--- config.mk ---
export PLATFORM = sky130hd
export DESIGN_NAME = request_id_dedup_ring_cam_top
export DESIGN_NICKNAME = d
export VERILOG_FILES = /design/src/rtl/ridc_pkg.sv /design/src/rtl/request_id_dedup_ring_cam_top.sv /design/src/rtl/ridc_cell.sv
export SDC_FILE = /design/constraint.sdc
export NUM_CORES = 2
export LEC_CHECK = 0
export BUFFER_PORTS_ARGS = -buffer_cell sky130_fd_sc_hd__buf_2
export CORE_MARGIN = 5
export CORE_UTILIZATION = 30
export CTS_BUF_LIST = sky130_fd_sc_hd__clkbuf_8
export CTS_CLUSTER_SIZE = 8
export DETAILED_ROUTE_END_ITERATION = 12
export PLACE_DENSITY = 0.55
export SETUP_SLACK_MARGIN = 0.02
export SLEW_MARGIN = 10
export SYNTH_ARGS = -nofsm -noshare
export SYNTH_HDL_FRONTEND = slang
export SYNTH_MEMORY_MAX_BITS = 65536
export SYNTH_SLANG_ARGS = --single-unit
--- constraint.sdc ---
create_clock -name clk -period 48.1 [get_ports clk]
set_input_delay 14.43 -clock clk [delete_from_list [all_inputs] [get_ports clk]]
set_output_delay 14.43 -clock clk [all_outputs]
set_load 0.005 [all_outputs]
--- src/rtl/ridc_pkg.sv ---
// Shared types and constants for the request identifier duplicate filter.
`timescale 1ns / 1ps
`default_nettype none

package ridc_pkg;

  // Byte value that terminates an identifier.
  localparam logic [7:0] ID_END = 8'h00;

  // Item kinds carried on the input tuser bit.
  localparam logic KIND_BYTE  = 1'b0;
  localparam logic KIND_CLEAR = 1'b1;

  // Per-cycle strobes broadcast from the top level to every cell.
  typedef struct packed {
    logic clear;   // Empty the whole store and send the head home.
    logic cmp;     // A nonzero identifier byte is being compared.
    logic term;    // The terminating byte is being compared.
    logic commit;  // The finished identifier missed and is written at the head.
  } cam_ctl_t;

endpackage

`default_nettype wire

--- src/rtl/request_id_dedup_ring_cam_top.sv ---
// Top level of the request identifier duplicate filter built as a ring of compare cells.
//
// Input channel: one item per identifier byte (in_tdata) or a clear command
// (in_tuser set). A zero byte ends the identifier. Each byte is compared against
// every entry by a row of ENTRIES cells; a cell keeps a sticky mismatch bit for
// the identifier in progress.
// Output channel: exactly one item per terminating byte, hit in bit 0 of
// out_tdata: 1 if a filled entry equals the identifier, 0 if it was stored.
// On a miss the identifier (cut to MAX_ID_LEN characters) is written into the
// cell that holds the ring token, and the token moves to the next cell, so the
// oldest entry is overwritten first. A clear empties all cells.
// Throughput: one item per cycle while no terminating byte waits for out_tready;
// the registered result appears in the cycle after its terminating byte is accepted.
// While an unread result waits in the output register, nonzero bytes and
// clears are still taken; only the next terminating byte waits for out_tready.
// Reset empties the store, sends the ring token to entry 0 and drops any
// pending result. No clearing pass is needed after reset.
`timescale 1ns / 1ps
`default_nettype none

module request_id_dedup_ring_cam_top #(
  parameter int ENTRIES    = 16,
  parameter int MAX_ID_LEN = 32
) (
  input  wire        clk,
  input  wire        rst_n,
  input  wire        in_tvalid,
  output logic       in_tready,
  input  wire  [7:0] in_tdata,   // [7:0] id_byte
  input  wire  [0:0] in_tuser,   // [0] action
  output logic       out_tvalid,
  input  wire        out_tready,
  output logic [7:0] out_tdata   // [0] hit, [7:1] zero
);

  localparam int PW = $clog2(MAX_ID_LEN + 1);
  localparam int IW = (MAX_ID_LEN > 1) ? $clog2(MAX_ID_LEN) : 1;
  localparam int SW = MAX_ID_LEN * 8;

  ridc_pkg::cam_ctl_t ctl;
  logic               acc;
  logic               is_clr;
  logic               is_end;
  logic               hit;
  logic [ENTRIES-1:0] match;
  logic [ENTRIES-1:0] tok;
  logic [ENTRIES-1:0] filled;
  logic [SW-1:0]      stage;
  logic [7:0]         stg_r [MAX_ID_LEN];
  logic [PW-1:0]      pos_r, pos_nxt;
  logic               out_tvalid_r, out_tvalid_nxt;
  logic               out_hit_r;

  assign is_clr = (in_tuser[0] == ridc_pkg::KIND_CLEAR);
  assign is_end = (in_tdata == ridc_pkg::ID_END);

  // A terminating byte needs a free output register; other items always go in.
  assign in_tready = ~out_tvalid_r | out_tready | is_clr | ~is_end;
  assign acc       = in_tvalid & in_tready;
  assign hit       = |match;

  // Strobes shared by all cells.
  always_comb begin
    ctl.clear  = acc & is_clr;
    ctl.cmp    = acc & ~is_clr & ~is_end;
    ctl.term   = acc & ~is_clr & is_end;
    ctl.commit = acc & ~is_clr & is_end & ~hit;
  end

  // Byte position of the identifier in progress, saturating at the maximum length.
  always_comb begin
    pos_nxt = pos_r;
    if (ctl.clear || ctl.term) begin
      pos_nxt = '0;
    end else if (ctl.cmp && (pos_r < PW'(MAX_ID_LEN))) begin
      pos_nxt = pos_r + PW'(1);
    end
  end

  always_ff @(posedge clk) begin
    if (!rst_n) begin
      pos_r <= '0;
    end else begin
      pos_r <= pos_nxt;
    end
  end

  // Staging buffer for the characters of the identifier in progress.
  always_ff @(posedge clk) begin
    if (ctl.cmp && (pos_r < PW'(MAX_ID_LEN))) begin
      stg_r[pos_r[IW-1:0]] <= in_tdata;
    end
  end

  for (genvar k = 0; k < MAX_ID_LEN; k++) begin : g_stage
    assign stage[k*8 +: 8] = stg_r[k];
  end

  // Row of entry cells; the ring token passes from each cell to the next.
  for (genvar e = 0; e < ENTRIES; e++) begin : g_cell
    localparam int PREV = (e == 0) ? ENTRIES - 1 : e - 1;
    ridc_cell #(
      .MAX_ID_LEN (MAX_ID_LEN),
      .PW         (PW),
      .IW         (IW),
      .HOME       (e == 0)
    ) u_cell (
      .clk     (clk),
      .rst_n   (rst_n),
      .ctl     (ctl),
      .ch      (in_tdata),
      .pos     (pos_r),
      .stage   (stage),
      .tok_in  (tok[PREV]),
      .tok_out (tok[e]),
      .filled  (filled[e]),
      .match   (match[e])
    );
  end

  // Output register holding one result item.
  always_comb begin
    out_tvalid_nxt = out_tvalid_r;
    if (ctl.term) begin
      out_tvalid_nxt = 1'b1;
    end else if (out_tready) begin
      out_tvalid_nxt = 1'b0;
    end
  end

  always_ff @(posedge clk) begin
    if (!rst_n) begin
      out_tvalid_r <= 1'b0;
    end else begin
      out_tvalid_r <= out_tvalid_nxt;
    end
  end

  always_ff @(posedge clk) begin
    if (ctl.term) begin
      out_hit_r <= hit;
    end
  end

  assign out_tvalid = out_tvalid_r;
  assign out_tdata  = {7'b0, out_hit_r};

`ifndef ASSERT_OFF
  // Exactly one cell holds the ring head.
  a_tok_onehot: assert property (@(posedge clk) disable iff (!rst_n)
    $onehot(tok))
    else $error("ring token is not one-hot");

  // A clear leaves every entry empty.
  a_clear_empties: assert property (@(posedge clk) disable iff (!rst_n)
    ctl.clear |=> (filled == '0))
    else $error("entries still filled after clear");

  // A hit writes nothing, so the head stays where it was.
  a_hit_keeps_head: assert property (@(posedge clk) disable iff (!rst_n)
    (ctl.term && hit) |=> $stable(tok) && $stable(filled))
    else $error("ring head moved on a hit");

  // A new result appears only after a terminating byte was taken.
  a_result_source: assert property (@(posedge clk) disable iff (!rst_n)
    $rose(out_tvalid_r) |-> $past(ctl.term))
    else $error("result without a terminating byte");

  // Before the ring is full the head is never on a filled entry, as entries fill in
  // ring order: an empty entry following a filled one is always the head.
  a_fill_order: assert property (@(posedge clk) disable iff (!rst_n)
    (filled != '0 && filled != '1) |-> ((filled & tok) == '0))
    else $error("head points at a filled entry before the ring is full");
`endif

endmodule

`default_nettype wire

--- src/rtl/ridc_cell.sv ---
// One entry of the duplicate filter: stored identifier, compare logic and ring token.
`timescale 1ns / 1ps
`default_nettype none

module ridc_cell #(
  parameter int  MAX_ID_LEN = 32,
  parameter int  PW         = 6,
  parameter int  IW         = 5,
  parameter bit  HOME       = 1'b0
) (
  input  wire                        clk,
  input  wire                        rst_n,
  input  wire  ridc_pkg::cam_ctl_t   ctl,
  input  wire  [7:0]                 ch,
  input  wire  [PW-1:0]              pos,
  input  wire  [MAX_ID_LEN*8-1:0]    stage,
  input  wire                        tok_in,
  output logic                       tok_out,
  output logic                       filled,
  output logic                       match
);

  logic [7:0]    data_r [MAX_ID_LEN];
  logic [PW-1:0] len_r, len_nxt;
  logic          filled_r, filled_nxt;
  logic          mism_r, mism_nxt;
  logic          tok_r, tok_nxt;
  logic [7:0]    stored;
  logic          wr_en;

  // Byte of this entry at the current position; past the stored length it reads as zero.
  always_comb begin
    if (pos < len_r) begin
      stored = data_r[pos[IW-1:0]];
    end else begin
      stored = ridc_pkg::ID_END;
    end
  end

  // The entry matches when it is filled and has never differed, including at the end.
  assign match   = filled_r & ~(mism_r | (stored != ridc_pkg::ID_END));
  assign wr_en   = ctl.commit & tok_r;
  assign tok_out = tok_r;
  assign filled  = filled_r;

  // Next values of the control state.
  always_comb begin
    len_nxt    = len_r;
    filled_nxt = filled_r;
    mism_nxt   = mism_r;
    tok_nxt    = tok_r;
    if (ctl.clear) begin
      len_nxt    = '0;
      filled_nxt = 1'b0;
      mism_nxt   = 1'b0;
      tok_nxt    = HOME;
    end else if (ctl.cmp) begin
      mism_nxt = mism_r | (stored != ch);
    end else if (ctl.term) begin
      mism_nxt = 1'b0;
      if (ctl.commit) begin
        tok_nxt = tok_in;
        if (tok_r) begin
          len_nxt    = pos;
          filled_nxt = 1'b1;
        end
      end
    end
  end

  always_ff @(posedge clk) begin
    if (!rst_n) begin
      len_r    <= '0;
      filled_r <= 1'b0;
      mism_r   <= 1'b0;
      tok_r    <= HOME;
    end else begin
      len_r    <= len_nxt;
      filled_r <= filled_nxt;
      mism_r   <= mism_nxt;
      tok_r    <= tok_nxt;
    end
  end

  // Identifier bytes are loaded from the staging buffer on a miss when this cell holds the head.
  always_ff @(posedge clk) begin
    if (wr_en) begin
      for (int k = 0; k < MAX_ID_LEN; k++) begin
        data_r[k] <= stage[k*8 +: 8];
      end
    end
  end

endmodule

`default_nettype wire

---- Word-level counts from Yosys, hierarchy flattened ----
Memories as Yosys holds them, arrays and structs flattened. A register that Yosys moved wholly into a read port is not among the register bits.
Cells that the tools add are included.
word-level totals
  bits of input ports ..................... 13
  flip-flop bits (word level) ............. 152
  logic and storage cells ................. 355
  memories ................................ 17
  bits in writable memories ............... 4352
cells by class
  bitwise gates (word level) .............. 95
  equality and inequality tests ........... 16
  reductions and logical operators ........ 41
  multiplexer cells ....................... 101
  order comparisons ....................... 17
  add/subtract/negate cells ............... 1
memory list
  name                      depth  bits a word  read ports  clocked after memory_dff  write ports  line             RTL
  g_cell[0].u_cell.data_r   32     8            1           1                         32           ridc_cell.sv:23  logic [7:0] data_r [MAX_ID_LEN];
  g_cell[10].u_cell.data_r  32     8            1           1                         32           ridc_cell.sv:23
  g_cell[11].u_cell.data_r  32     8            1           1                         32           ridc_cell.sv:23
  g_cell[12].u_cell.data_r  32     8            1           1                         32           ridc_cell.sv:23
  g_cell[13].u_cell.data_r  32     8            1           1                         32           ridc_cell.sv:23
  g_cell[14].u_cell.data_r  32     8            1           1                         32           ridc_cell.sv:23
  +11 memories              n/a    n/a          n/a         n/a                       n/a          n/a
operators with widths
  kind                   count
  $mux W5                32
  $mux W8                16
  $ne A8 B8 Y1           16
  $reduce_bool A8 Y1     16
  $lt A6 B6 Y1           16
  $reduce_and A4 Y1      16
  $mux W1                53
  $and A1 B1 Y1          38
  $or A1 B1 Y1           35
  $not A1 Y1             22
  $reduce_or A16 Y1      1
  $logic_not A8 Y1       1
  $add A6 B1 Y6 const B  1
  $lt A6 B6 Y1 const B   1
  $reduce_bool A2 Y1     2
  $reduce_or A2 Y1       2
  $reduce_and A3 Y1      1
  $logic_and A1 B1 Y1    1
  $logic_or A1 B1 Y1     1

---- Logic depth before layout (Yosys ltp) ----
  depth in word-level cells ............... 12
  gate-level depth with buffers ........... 24

---- By module ----
Synthesis repeated with hierarchy kept, for this count alone.
second synthesis, totals
  cells, all modules ...................... 8267
  area, all modules ....................... 174135.8 um^2
modules (own cells, without submodules)
  module                              area each (um^2)  sequential area each (um^2)  cells an instance  times used
  ridc_cell at g_cell[12].u_cell ...  10356.2           7867.5                       495                13
  ridc_cell at g_cell[0].u_cell ...   10343.7           7867.5                       489                3
  request_id_dedup_ring_cam_top       8474.4            7857.5                       365                1

---- Worst setup path before layout ----
OpenSTA, ideal clock, no wires.
  path type ............................... input to register
  start point ............................. input in_tdata[1]
  end point ............................... memory g_cell[0].u_cell.data_r[0][0], enable pin
  path buffers ............................ 3
  stages .................................. 11
  path slack .............................. 6622 ps
  required time ........................... 46597 ps
  library setup time ...................... 1503 ps
  arrival time ............................ 39975 ps
  path through ............................ clkbuf_1 > nor2_1 > nand4_1 > or3_1 > and3b_1 > clkbuf_1 > nand2b_1 > clkinv_1 > buf_6 > nand2_1 > nor4_1
RTL lines
  what             line                                 RTL
  start, declared  request_id_dedup_ring_cam_top.sv:29  input wire [7:0] in_tdata,
  end, declared    ridc_cell.sv:23

---- Worst setup path after layout ----
  start point ............................. input in_tdata[2]
  end point ............................... output in_tready
on the way
  word-level cells in the longest chain between the ends .. 3
ends and longest elaborated chain
  what              line                                 RTL
  $logic_not A8 Y1  request_id_dedup_ring_cam_top.sv:55  assign is_end = (in_tdata == ridc_pkg::ID_END);
  $not A1 Y1        request_id_dedup_ring_cam_top.sv:58  assign in_tready = ~out_tvalid_r | out_tready | is_clr | ~is_end;
  $or A1 B1 Y1      request_id_dedup_ring_cam_top.sv:58
  end, declared     request_id_dedup_ring_cam_top.sv:28  output logic in_tready,
No other way between the ends.

==> flow_metrics.env <==
export IMPL_synth_xor_area_share_pct=0.539
export IMPL_area_delta_synth_final_pct=12.7
export IMPL_clock_sinks=4509
export IMPL_violations="slew limit"
export IMPL_grt_use_total_pct=19.1
export IMPL_maxCapViolCount=0
export IMPL_synth_adder_area_share_pct=0.599
export IMPL_synth_top_area_share_pct=74.5
export IMPL_clk_pin_slew_ps=60
export IMPL_htreeDepth=6
export IMPL_wire_per_inst_um=34.1
export IMPL_yosys_most_used_dff="edfxtp_1"
export IMPL_setup_viol=0
export IMPL_fin_tns_setup_ps=0
export IMPL_synthTopCellsByArea="edfxtp_1, mux4_2, mux2i_1, dfxtp_1, mux4_1"
export IMPL_grt_pass1_wl_mm=793
export IMPL_switchingPower_mw=1.65
export IMPL_run_status="finished with violations"
export IMPL_slew_limit_headroom_pct=-13.2
export IMPL_crit_required_ps=33670
export IMPL_dieWidth_um=775
export IMPL_end_kind="primary output"
export IMPL_swShare_pct=22.2
export IMPL_tritoncts="done"
export IMPL_design_die_area_mm2=0.600
export IMPL_grt_max_degree=146
export IMPL_globalRouteOverflowTotal=0
export IMPL_ff2ff_setup_slack_ps=38000
export IMPL_num_fill_cells=54800
export IMPL_hold_class="register to register"
export IMPL_final_nets=9124
export IMPL_cts_root_buf="clkbuf_8"
export IMPL_grt_pass1_vias=92000
export IMPL_synth_top_family_by_area="multiplexers"
export IMPL_first_iter_violations=14400
export IMPL_period_needed_ps=31390
export IMPL_p_per_area_mw_per_mm2=37.5
export IMPL_synth_seq_cells=4509
export IMPL_finalHoldViolCount=0
export IMPL_vias=93900
export IMPL_slew_violations=65
export IMPL_drt_total_wl_mm=592
export IMPL_power_frac_seq_pct=57.4
export IMPL_coreArea_mm2=0.584
export IMPL_clock_path_buffers=4
export IMPL_dieHeight_um=775
export IMPL_synth_simple_area_share_pct=2.49
export IMPL_placed_area_mm2=0.185
export IMPL_start_util_pct=30.0
export IMPL_worstMarginPinSlew_ps=1700
export IMPL_yosysWarnings=0
export IMPL_p_leak_nw=61.2
export IMPL_cts_setup_buffers=0
export IMPL_cp_max_fo=54
export IMPL_ys_seq_area_share_pct=76.3
export IMPL_cts_hold_fix_buffers=0
export IMPL_antenna_found_initial=72
export IMPL_drc=0
export IMPL_rows=281
export IMPL_synth_area_mm2=0.175
export IMPL_rsz0062_at_grt="no"
export IMPL_ys_types=103
export IMPL_p_int_mw=5.76
export IMPL_final_area_mm2=0.198
export IMPL_crit_arrival_ps=16960
export IMPL_clk_latency_ps=1330
export IMPL_ir_drop_v=0.0000204
export IMPL_synth_top_cell_by_area="edfxtp_1"
export IMPL_max_freq_mhz=31.9
export IMPL_synthMuxAreaShare_pct=14.6
export IMPL_synth_compound_area_share_pct=3.24
export IMPL_syn_inst=8410
export IMPL_criticalPathCategory="primary input to primary output"
export IMPL_routabilityCongestion=0.945
export IMPL_io_pins=23
export IMPL_period_share_pct=65.3
export IMPL_cts_made_buffers=727
export IMPL_cp_start_kind="primary input"
export IMPL_comb_power_share_pct=2.4
export IMPL_dp_hpwl_mm=353
export IMPL_io_buffers=15
export IMPL_pwr_share_clk_pct=40.3
export IMPL_drive_gt1_share_pct=22.5
export IMPL_via_per_inst=5.40
export IMPL_synth_async_reset_ratio_pct=0
export IMPL_synth_edff_count=4353
export IMPL_avgSynthCellArea_um2=20.9
export IMPL_drtPass1Iterations=6
export IMPL_post_cts_resized=0
export IMPL_skew_ps=109
export IMPL_ant_nets=0
[sequential cells by signal, indices dropped and copies added, names as in the netlist, named ones only]
name                   count
g_cell.u_cell.data_r    4096
g_cell.u_cell.filled      16
g_cell.u_cell.len_r       96
g_cell.u_cell.mism_r      16
g_cell.u_cell.tok_out     16
out_hit_r                  1
out_tvalid                 1
pos_r                      6
stg_r                    256
[cell usage after synthesis (29+ instances only)]
| cell | number |
|---|---|
| xnor2_1 | 57 |
| ha_1 | 84 |
| nor3_1 | 49 |
| mux4_1 | 71 |
| edfxtp_1 | 4353 |
| mux2i_1 | 514 |
| nor2_1 | 141 |
| buf_6 | 61 |
| a31oi_1 | 29 |
| buf_2 | 91 |
| mux4_2 | 816 |
| xor2_1 | 51 |
| nand3_1 | 73 |
| inv_1 | 101 |
| nor4_1 | 36 |
| nand2_1 | 399 |
| clkbuf_1 | 111 |
| buf_1 | 32 |
| a21oi_1 | 122 |
| a22oi_1 | 235 |
| buf_4 | 93 |
| o22ai_1 | 118 |
| dfxtp_1 | 156 |
| o21ai_0 | 78 |
[cells by family (layout without fill, tap and decap cells)]
group                      Yosys count  after routing
DFF                               4509           4509
muxes                             1419           1419
and+or+nand+nor                    899            899
AOI/OAI and AO/OA                  819            819
buffers and inverters              571           1721
xor gates and xnor gates           108            108
adders and majority gates           84             84
other                                1             38
[metrics by stage]
| step | power [mW] | hold slack [ps] | cells | util (%) | setup slack [ps] |
|---|---|---|---|---|---|
| after floorplan | 4.45 | 423 | 8416 | - | 6620 |
| final | 7.41 | 455 | 17400 | 33.8 | 16710 |
| after CTS | 7.46 | 452 | 17300 | 33.8 | 16890 |
| after global placement | 4.51 | 441 | 16100 | 31.6 | 16860 |
| after detailed placement | 4.51 | 437 | 16100 | 31.7 | 16880 |
| after global routing | 7.65 | 466 | 17400 | 33.8 | 16690 |
[power groups by stage]
stage | clock, mW | sequential (mW) | combinational (mW)
after floorplan | 0 | 4.33 | 0.125
after global placement | 0 | 4.33 | 0.172
after detailed placement | 0 | 4.33 | 0.173
after CTS | 3.04 | 4.25 | 0.174
after global routing | 3.22 | 4.25 | 0.181
final | 2.98 | 4.25 | 0.175
[metal layers]
metal  vias to the layer above  global-route usage [%]  share of wire, %
met5                         -                       0            0.0096
met4                        10                    8.08               4.6
met3                      1020                    4.85                11
met2                      6234                    30.0                46
met1                     50300                    25.2                38
li1                      36300                       -                 -
[placed cells by master (no fill, tap or decap), types with 57 or more instances in the layout]
| cell | count |
|---|---|
| mux4_1 | 71 |
| inv_1 | 394 |
| xnor2_1 | 57 |
| nor2_1 | 106 |
| clkinv_1 | 148 |
| o21ai_0 | 72 |
| a22oi_1 | 235 |
| mux4_2 | 816 |
| nand2_1 | 398 |
| buf_4 | 312 |
| dfxtp_1 | 151 |
| mux2i_1 | 511 |
| a21oi_1 | 119 |
| ha_1 | 84 |
| edfxtp_1 | 4353 |
| nand3_1 | 73 |
| clkbuf_8 | 734 |
| o22ai_1 | 118 |
[critical path: stages]
cell and delay, ps:
buf_2 100, buf_4 270, nor2_1 430, nand4_1 730
or3_1 640, buf_2 150
[path summary, 6_finish.rpt]
path	startpoint	to	cells past startpoint
worst max-delay path	in_tdata[2]	in_tready	6
worst min-delay path	g_cell[7].u_cell.mism_r	g_cell[7].u_cell.mism_r	2
worst max register to register	register	g_cell[8].u_cell.data_r[1][3]	17
worst min register to register	g_cell[7].u_cell.mism_r	g_cell[7].u_cell.mism_r	2
[final cells by class]
cell class                      count  area, um2  area share, %
Clock buffer                      734      10100           5.11
Multi-Input combinational cell   3336      38100           19.3
Timing Repair Buffer              347       2850           1.44
Clock inverter                    534       2630           1.33
Inverter                          106        414          0.209
Sequential cell                  4509     134000           67.7
Tap cell                         7782       9740           4.92
Antenna cell                       31       77.6         0.0392
(Power assumes the default switching activity.)
